File: src/design/sorted_priority_queue_unit_defines.svh
// Assertion macros used by the sorted priority queue top level.
`ifndef SORTED_PRIORITY_QUEUE_UNIT_DEFINES_SVH
`define SORTED_PRIORITY_QUEUE_UNIT_DEFINES_SVH

// The consequent must hold in the cycle after the antecedent.
`define SPQ_ASSERT_NEXT(label, ante, cons, msg) \
    label: assert property (@(posedge clk) disable iff (!rst_n) (ante) |=> (cons)) \
        else $error(msg);

// The consequent must hold in the same cycle as the antecedent.
`define SPQ_ASSERT_SAME(label, ante, cons, msg) \
    label: assert property (@(posedge clk) disable iff (!rst_n) (ante) |-> (cons)) \
        else $error(msg);

`endif

File: src/design/spq_pkg.sv
// Shared types and constants of the sorted priority queue.
package spq_pkg;

    localparam int DEPTH   = 64;
    localparam int CNT_W   = $clog2(DEPTH + 1);
    localparam int VALUE_W = 32;
    localparam int PRIO_W  = 8;
    localparam int OCC_W   = 7;

    localparam logic OP_INSERT = 1'b0;
    localparam logic OP_DELETE = 1'b1;

    typedef enum logic [1:0] {
        ST_OK        = 2'd0,
        ST_OVERFLOW  = 2'd1,
        ST_UNDERFLOW = 2'd2
    } status_t;

    typedef struct packed {
        logic signed [VALUE_W-1:0] value;
        logic [PRIO_W-1:0]         prio;
    } entry_t;

    typedef struct packed {
        logic   insert_en;
        logic   delete_en;
        entry_t item;
    } cell_cmd_t;

endpackage

File: src/design/spq_cell.sv
// One storage cell of the sorted row: holds an entry and shifts with its neighbors.
module spq_cell
    import spq_pkg::*;
(
    input  logic      clk,
    input  cell_cmd_t cmd,
    input  logic      occupied,
    input  logic      left_gt,
    input  entry_t    left_entry,
    input  entry_t    right_entry,
    output logic      gt,
    output entry_t    entry
);

    entry_t entry_reg;
    entry_t entry_next;

    assign gt    = occupied && (entry_reg.prio > cmd.item.prio);
    assign entry = entry_reg;

    always_comb
    begin
        entry_next = entry_reg;
        priority if (cmd.insert_en)
        begin
            priority if (left_gt)
            begin
                entry_next = left_entry;
            end
            else if (gt || !occupied)
            begin
                entry_next = cmd.item;
            end
            else
            begin
                entry_next = entry_reg;
            end
        end
        else if (cmd.delete_en)
        begin
            entry_next = right_entry;
        end
        else
        begin
            entry_next = entry_reg;
        end
    end

    always_ff @(posedge clk)
    begin
        entry_reg <= entry_next;
    end

endmodule

File: config.mk
export PLATFORM = sky130hd
export DESIGN_NAME = spq_cell
export DESIGN_NICKNAME = d
export VERILOG_FILES = /design/src/design/sorted_priority_queue_unit_defines.svh /design/src/design/spq_pkg.sv /design/src/design/spq_cell.sv
export SDC_FILE = /design/constraint.sdc
export NUM_CORES = 1
export LEC_CHECK = 0
export CAP_MARGIN = 20
export CORE_AREA = 2 2 64 66
export DETAILED_ROUTE_END_ITERATION = 10
export DIE_AREA = 0 0 66 68
export DONT_BUFFER_PORTS = 1
export PLACE_DENSITY = 0.79
export SKIP_LAST_GASP = 1
export SLEW_MARGIN = 20
export SYNTH_ARGS = -nofsm -noshare
export SYNTH_HDL_FRONTEND = slang
export SYNTH_SLANG_ARGS = --single-unit
File: constraint.sdc
create_clock -name clk -period 5.33 [get_ports clk]
set_input_delay 1.066 -clock clk [delete_from_list [all_inputs] [get_ports clk]]
set_output_delay 1.066 -clock clk [all_outputs]
set_load 0.02 [all_outputs]
==> flow_summary.yaml, run 1 <==
clock_tree:
  cts_sinks: 40
  clockRootBuffer: "clkbuf_8"
  postCtsHoldBufs: 0
  cts.path.max_buffers: 2
  cts_setup_buffers: 0
  cts-resized-gates: 0
  cts_htree_levels: 2
  path_clk_slew_ps: 70
  clk_latency_ps: 280
  cts_tree: "done"
  cts-buffers-inserted: 5
placed_design:
  gp_congestion: 0.707
  hpwl_mm: 3.39
  port_buffers: 0
sta:
  max_slew_margin_pct: 37.3
  rsz0062_at_grt: "no"
  post-route-period-util_pct: 63.5
  slew_violations: 0
  fmaxAchievable_mhz: 296
  period_needed_ps: 3380
  setup_violations: 0
  setup_tns_ps: 0
  hold_viol: 0
  fin_skew_ps: 6.11
  tightest_slew_ps: 941
worst_setup_path:
  cp_max_fo: 3
  reg2reg_slack_ps: 2580
  crit_required_ps: 4260
  reg2reg_from: "entry[7]$_DFFE_PP_"
  arrival_ps: 2320
  crit_start: "cmd[7]"
  end_kind: "output port"
  critical_path_class: "in -> out"
  worst_setup_path_start_kind: "input pin"
outcome:
  status: "finished, final reports clean"
power_and_ir_drop:
  power_leakage_nw: 0.961
  p_seq_share_pct: 58.7
  p_int_w: 0.000564
  p_sw_share_pct: 25.4
  switchingPower_w: 0.000192
  p_comb_share_pct: 10.0
  ir_drop_v: 0.000233
  clockPowerShare_pct: 31.4
  power_density_nw_per_um2: 321
synth:
  ys_ff_latch: 40
  synth_area_um2: 2240
  yosysWarningCount: 0
  synth_cells: 204
  synth_nets: 337
  ys_seq_area_share_pct: 53.7
  avgSynthCellArea_um2: 11.0
  ys_types: 18
cells_and_area:
  fin_util_pct: 60.9
  drive_gt1_share_pct: 4.55
  n_fill_cell: 323
  largest_reg_flops: 40
  antenna-diode-count: 0
  nets: 330
  syn_to_final_growth_pct: 5.03
floorplan:
  rows: 23
  initial_utilization_pct: 58.0
  core_area_um2: 3860
  die_area_um2: 4490
  chipHeight_um: 68
  fp.dieW_um: 66
  io_pins: 166
grt:
  grt.overflow.total: 0
  grt_max_degree: 83
  first_global_vias: 1418
  track_usage_pct: 18.8
  grt_first_pass_wirelength_mm: 6.17
  antenna_found_initial: 0
detailed_routing:
  routed-via-count: 1516
  drtPass1Iterations: 4
  ant_nets: 0
  routed_wl_mm: 4.55
  initialDrtViolationCount: 69
  drc: 0
  wl_per_cell_um: 18.3
  avgViaCountPerCell: 6.11
worst_hold_path:
  worst_hold_path_type: "in -> reg"
  worstHoldStart: "cmd[41]"
job:
  max_cap_violations: 0
cell usage in the layout, fill, tap and decap left out:
cell and count:
a21oi_1 42, mux2i_1 40, nor2_1 40, edfxtp_1 40, inv_1 8, ha_1 8, clkbuf_8 5, nand2_1 2
and4_1 2, and2_2 2, clkinv_1 2, a2bb2oi_1 1, nor2b_1 1, o2111ai_1 1, a21o_1 1, a31oi_1 1
o32a_2 1, bufinv_16 1
stage by stage:
step | setup WS (ps) | instance area (µm²) | instances | hold slack, ps | power, W
floorplan | 1900 | 2240 | 204 | 1290 | 0.000521
global placement | 2000 | 2240 | 240 | 1280 | 0.000521
detailed placement | 1960 | 2240 | 240 | 1280 | 0.000527
CTS | 1950 | 2350 | 248 | 976 | 0.000764
global route | 1920 | 2350 | 248 | 961 | 0.000787
finish | 1950 | 2350 | 248 | 987 | 0.000755
worst paths after layout:
check / depth (start not counted) / endpoint
max reg2reg: 5 / entry[19]$_DFFE_PP_
min reg2reg: 4 / entry[39]$_DFFE_PP_
min: 1 / entry[10]$_DFFE_PP_
max: 6 / gt
final cells by class:
cell class	count	area [µm²]	share of cell area, %
clock inverters	3	37.5	1.60
inverters	8	30.0	1.28
flip-flops and latches	40	1200	51.1
well taps	50	62.6	2.66
multi-input cells	142	950	40.4
clock buffers	5	68.8	2.93
power groups by stage:
stage	Clock (W)	Combinational [W]	Sequential (W)
final	0.000237	0.0000753	0.000443
after global routing	0.000255	0.0000852	0.000447
after CTS	0.000243	0.0000763	0.000444
after detailed placement	0	0.0000763	0.000450
after global placement	0	0.0000709	0.000450
after floorplan	0	0.0000768	0.000445
critical path, stage by stage:
cell and delay (ps):
inv_1 30, ha_1 310, and4_1 240, and4_1 190
a31oi_1 230, and2_2 260
kinds of logic after synthesis:
logic type / after synthesis / share of synthesized area [%]
fa+ha+maj: 8 / 4.47
flops: 40 / 53.7
buf+inv: 22 / 3.92
compound gates: 47 / 11.2
mux: 40 / 17.9
simple gates: 47 / 8.78
cell usage after synthesis (all sizes together):
cell | instances | area share, %
inv | 8 | 1.3
buf | 6 | 1.2
and2 | 2 | 0.67
a31oi | 1 | 0.28
nor2 | 40 | 6.7
nor2b | 1 | 0.28
o2111ai | 1 | 0.39
edfxtp | 40 | 54
and4 | 2 | 0.78
a21oi | 42 | 9.4
mux2i | 40 | 18
clkbuf | 8 | 1.3
o32a | 1 | 0.45
a2bb2oi | 1 | 0.39
nand2 | 2 | 0.34
ha | 8 | 4.5
a21o | 1 | 0.34
metal layers:
metal / track usage (%) / wire length, µm / vias up
li1: - / - / 726
met1: 17.4 / 1560 / 681
met2: 34.6 / 2420 / 100
met3: 10.0 / 492 / 9
met4: 7.91 / 70 / 0
met5: 0 / 0 / -
(Power assumes the default switching activity.)
==> run 2: changes to the inputs <==
--- a/config.mk
+++ b/config.mk
@@ -6,9 +6,8 @@
 export NUM_CORES = 1
 export LEC_CHECK = 0
 export CAP_MARGIN = 20
-export CORE_AREA = 2 2 64 66
+export CORE_UTILIZATION = 57
 export DETAILED_ROUTE_END_ITERATION = 10
-export DIE_AREA = 0 0 66 68
 export DONT_BUFFER_PORTS = 1
 export PLACE_DENSITY = 0.79
 export SKIP_LAST_GASP = 1
==> constraint.sdc (replaced) <==
create_clock -name clk -period 3.1 [get_ports clk]
set_input_delay 0.62 -clock clk [delete_from_list [all_inputs] [get_ports clk]]
set_output_delay 0.62 -clock clk [all_outputs]
set_load 0.02 [all_outputs]
==> flow_summary.yaml, run 2 (synthesis gave the netlist of run 1 again) <==
detailed_routing:
  wl_per_cell_um: 18.7
  routed_wl_mm: 4.62
  initialDrtViolationCount: 93
  drc: 0
  avgViaCountPerCell: 6.23
  ant_nets: 0
  drtPass1Iterations: 4
  routed-via-count: 1540
worst_hold_path:
  holdPathEnd: "entry[18]$_DFFE_PP_"
  holdPathStages: 1
  worstHoldStart: "cmd[41]"
  worst_hold_path_type: "in -> reg"
floorplan:
  io_pins: 166
  die_area_um2: 4180
  initial_utilization_pct: 60.2
  chipHeight_um: 64.7
  rows: 22
  core_area_um2: 3720
  fp.dieW_um: 64.7
grt:
  antenna_found_initial: 0
  met3_usage_pct: 6.34
  track_usage_pct: 21.4
  grt_first_pass_wirelength_mm: 6.70
  grt_util_met1_pct: 22.8
  first_global_vias: 1493
  grt_max_degree: 83
  grt.overflow.total: 0
  gr-max-usage-layer: "met2"
  met2_usage_pct: 40.4
clock_tree:
  cts_tree: "done"
  cts_sinks: 40
  clockRootBuffer: "clkbuf_8"
  clk_latency_ps: 280
  postCtsHoldBufs: 0
  cts_setup_buffers: 0
  cts_htree_levels: 2
  path_clk_slew_ps: 70
  cts.path.max_buffers: 2
  cts-resized-gates: 0
  cts-buffers-inserted: 5
cells_and_area:
  largest_reg_flops: 40
  final_common_cell: "a21oi_1"
  syn_to_final_growth_pct: 5.82
  drive_gt1_share_pct: 5.03
  most-common-layout-cells: "42 x a21oi_1, 40 x mux2i_1, 40 x nor2_1, 40 x edfxtp_1"
  n_fill_cell: 313
  antenna-diode-count: 0
  nets: 331
sta:
  max_slew_margin_pct: 82.4
  setup_ws_ps: 430
  post-route-period-util_pct: 86.1
  rsz0062_at_grt: "no"
  fin_skew_ps: 5.52
  slew_violations: 0
  setup_violations: 0
  fmaxAchievable_mhz: 374
  setup_tns_ps: 0
  tightest_slew_ps: 265
  period_needed_ps: 2670
  hold_viol: 0
placed_design:
  hpwl_mm: 3.46
  place_ws_ps: 648
  port_buffers: 0
  gp_congestion: 0.773
power_and_ir_drop:
  power_leakage_nw: 0.971
  ir_drop_v: 0.000376
  power_density_nw_per_um2: 549
worst_setup_path:
  reg2reg_depth: 6
  cp_max_fo: 3
  end_kind: "output port"
  worst_setup_path_start_kind: "register"
  reg2reg_from: "entry[7]$_DFFE_PP_"
  reg2reg_slack_ps: 800
  rr_endpoint: "entry[8]$_DFFE_PP_"
  arrival_ps: 2050
  crit_required_ps: 2480
  critical_path_class: "reg -> out"
job:
  max_cap_violations: 0
outcome:
  status: "finished, final reports clean"
## run 2: per-stage QoR
stage | power, W | cells | cell area [µm²] | utilization [%] | hold slack [ps]
2_1_floorplan | 0.000897 | 204 | 2240 | - | 846
4_1_cts | 0.00131 | 247 | 2370 | 63.7 | 538
6_report | 0.00130 | 247 | 2370 | 63.7 | 547
3_5_place_dp | 0.000911 | 239 | 2260 | 60.8 | 841
5_1_grt | 0.00135 | 247 | 2370 | 63.7 | 529
3_3_place_gp | 0.000899 | 239 | 2260 | 60.8 | 836
## run 2: layout make-up
| cell class | count | area [µm²] | area share (%) |
|---|---|---|---|
| flip-flops and latches | 40 | 1200 | 50.7 |
| multi-input cells | 142 | 950 | 40.1 |
| clock buffers | 5 | 68.8 | 2.91 |
| well taps | 48 | 60.1 | 2.54 |
| clock inverters | 3 | 37.5 | 1.59 |
| inverters | 8 | 30.0 | 1.27 |
| repair buffers | 1 | 20.0 | 0.846 |
## run 2: worst max-delay path by stage
stage,startpoint,end,cells after the start,slack (ps)
2_1_floorplan,cmd[7],entry[0]$_DFFE_PP_,6,110
3_3_place_gp,cmd[7],gt,6,710
3_5_place_dp,cmd[7],gt,6,650
4_1_cts,entry[7]$_DFFE_PP_,gt,5,430
5_1_grt,entry[7]$_DFFE_PP_,gt,5,360
6_report,entry[7]$_DFFE_PP_,gt,5,430
## run 2: power breakdown
group	internal (W)	switching, W	leakage, nW	total, W
registers	0.000669	0.0000927	0.396	0.000762
clock network	0.000234	0.000168	0.0532	0.000402
logic	0.0000692	0.0000672	0.522	0.000136
## run 2: per-layer routing
metal | part of all wire (%) | up-vias
li1 | - | 733
met1 | 37 | 689
met2 | 53 | 110
met3 | 8.7 | 8
met4 | 1.3 | 0
met5 | 0 | -
## run 2: critical path: stages (launching register included)
cell and delay (ps):
edfxtp_1 520, ha_1 380, and4_1 250, o2111ai_1 140, a31oi_1 250, and2_2 240
==> run 3: changes to the inputs <==
--- a/config.mk
+++ b/config.mk
@@ -6,8 +6,9 @@
 export NUM_CORES = 1
 export LEC_CHECK = 0
 export CAP_MARGIN = 20
-export CORE_UTILIZATION = 57
+export CORE_AREA = 2 2 64 66
 export DETAILED_ROUTE_END_ITERATION = 10
+export DIE_AREA = 0 0 66 68
 export DONT_BUFFER_PORTS = 1
 export PLACE_DENSITY = 0.79
 export SKIP_LAST_GASP = 1
==> constraint.sdc (replaced) <==
create_clock -name clk -period 3.3 [get_ports clk]
set_input_delay 0.66 -clock clk [delete_from_list [all_inputs] [get_ports clk]]
set_output_delay 0.66 -clock clk [all_outputs]
set_load 0.02 [all_outputs]
==> flow_summary.yaml, run 3 (synthesis gave the netlist of run 1 again) <==
outcome:
  status: "finished, final reports clean"
cells_and_area:
  largest_reg_flops: 40
  final_common_cell: "a21oi_1"
  drive_gt1_share_pct: 5.00
  n_fill_cell: 317
  nets: 332
  most-common-layout-cells: "42 x a21oi_1, 40 x mux2i_1, 40 x nor2_1, 40 x edfxtp_1"
  fin_util_pct: 60.6
  antenna-diode-count: 0
  syn_to_final_growth_pct: 4.53
worst_setup_path:
  critical_path_class: "reg -> out"
  reg2reg_from: "entry[7]$_DFFE_PP_"
  arrival_ps: 2070
  reg2reg_depth: 6
  rr_endpoint: "entry[32]$_DFFE_PP_"
  end_kind: "output port"
  worst_setup_path_start_kind: "register"
  cp_max_fo: 3
  crit_chain: "ha_1 -> and4_1 -> o2111ai_1 -> a31oi_1 -> and2_2"
  reg2reg_slack_ps: 960
  crit_required_ps: 2640
  crit_start: "entry[7]$_DFFE_PP_"
  cpLargestDelayFamily: "flip-flops"
  cp_num_buf_inv: 0
  slowest_stage: "edfxtp_1"
  cp_slowest_stage_delay_ps: 520
detailed_routing:
  drc: 0
  routed_wl_mm: 4.73
  ant_nets: 0
  initialDrtViolationCount: 99
  routed-via-count: 1526
  avgViaCountPerCell: 6.10
  drtPass1Iterations: 4
  wl_per_cell_um: 18.9
grt:
  antenna_found_initial: 0
  track_usage_pct: 19.9
  first_global_vias: 1510
  grt.overflow.total: 0
  grt_max_degree: 83
  grt_first_pass_wirelength_mm: 6.51
clock_tree:
  clockRootBuffer: "clkbuf_8"
  cts_tree: "done"
  path_clk_slew_ps: 70
  cts-resized-gates: 0
  cts_htree_levels: 2
  postCtsHoldBufs: 0
  cts_sinks: 40
  cts.path.max_buffers: 2
  cts_setup_buffers: 0
  cts-buffers-inserted: 5
  clk_latency_ps: 280
floorplan:
  io_pins: 166
  chipHeight_um: 68
  core_area_um2: 3860
  rows: 23
  die_area_um2: 4490
  fp.dieW_um: 66
  initial_utilization_pct: 58.0
placed_design:
  port_buffers: 0
  hpwl_mm: 3.55
  gp_congestion: 0.707
sta:
  period_needed_ps: 2730
  rsz0062_at_grt: "no"
  setup_violations: 0
  max_slew_margin_pct: 81.2
  fmaxAchievable_mhz: 366
  post-route-period-util_pct: 82.7
  fin_skew_ps: 3.69
  tightest_slew_ps: 282
  hold_viol: 0
  slew_violations: 0
  setup_tns_ps: 0
worst_hold_path:
  worst_hold_path_type: "in -> reg"
  worstHoldStart: "cmd[41]"
  holdPathStages: 1
  holdPathEnd: "entry[34]$_DFFE_PP_"
job:
  max_cap_violations: 0
power_and_ir_drop:
  power_density_nw_per_um2: 490
  power_leakage_nw: 0.957
  total_power_w: 0.00115
  ir_drop_v: 0.000346
run 3: cell count changes in the layout (fill, tap and decap cells not counted):
cell,previous run,this run
buf_12,1,0
clkinv_1,2,1
bufinv_16,1,0
clkbuf_1,0,2
buf_4,0,2
run 3: how the worst max path moves through the flow:
stage	endpoint	slack [ps]	cells past startpoint
after detailed placement	gt	750	6
after CTS	gt	580	5
after global routing	gt	500	5
after floorplan	entry[0]$_DFFE_PP_	270	6
after global placement	gt	790	6
final	gt	570	5
run 3: layout make-up:
class | instances | area [µm²] | area share [%]
sequential | 40 | 1200 | 51.4
multi-input combinational | 142 | 950 | 40.6
clock buffer | 7 | 76.3 | 3.26
tap | 50 | 62.6 | 2.68
inverter | 8 | 30.0 | 1.28
timing repair buffer | 2 | 15.0 | 0.642
clock inverter | 1 | 3.75 | 0.161
run 3: per-layer routing:
metal	vias to the layer above	share of wire (%)	track usage [%]	routed length, µm
met5	-	0	0	0
met4	0	1.7	10.7	82
met3	6	11	9.21	513
met2	101	54	35.1	2540
met1	685	34	19.5	1590
li1	734	-	-	-
run 3: worst register-to-register path: stages, from the launching register on:
cell	delay, ps
edfxtp_1	520
ha_1	380
and4_1	250
o2111ai_1	140
a31oi_1	260
o32a_2	200
buf_4	280
run 3: stage by stage:
step	cells	hold WS, ps	setup slack (ps)	instance area, µm²
after floorplan	204	886	272	2240
after CTS	250	568	576	2340
final	250	582	571	2340
after detailed placement	242	879	753	2260
after global routing	250	561	501	2340
after global placement	242	876	791	2260
run 3: where the power goes:
| group | switching [W] | leakage [nW] | total, W | internal (W) |
|---|---|---|---|---|
| combinational | 0.0000628 | 0.521 | 0.000126 | 0.0000637 |
| clock | 0.000158 | 0.0399 | 0.000305 | 0.000147 |
| sequential | 0.0000864 | 0.396 | 0.000715 | 0.000628 |
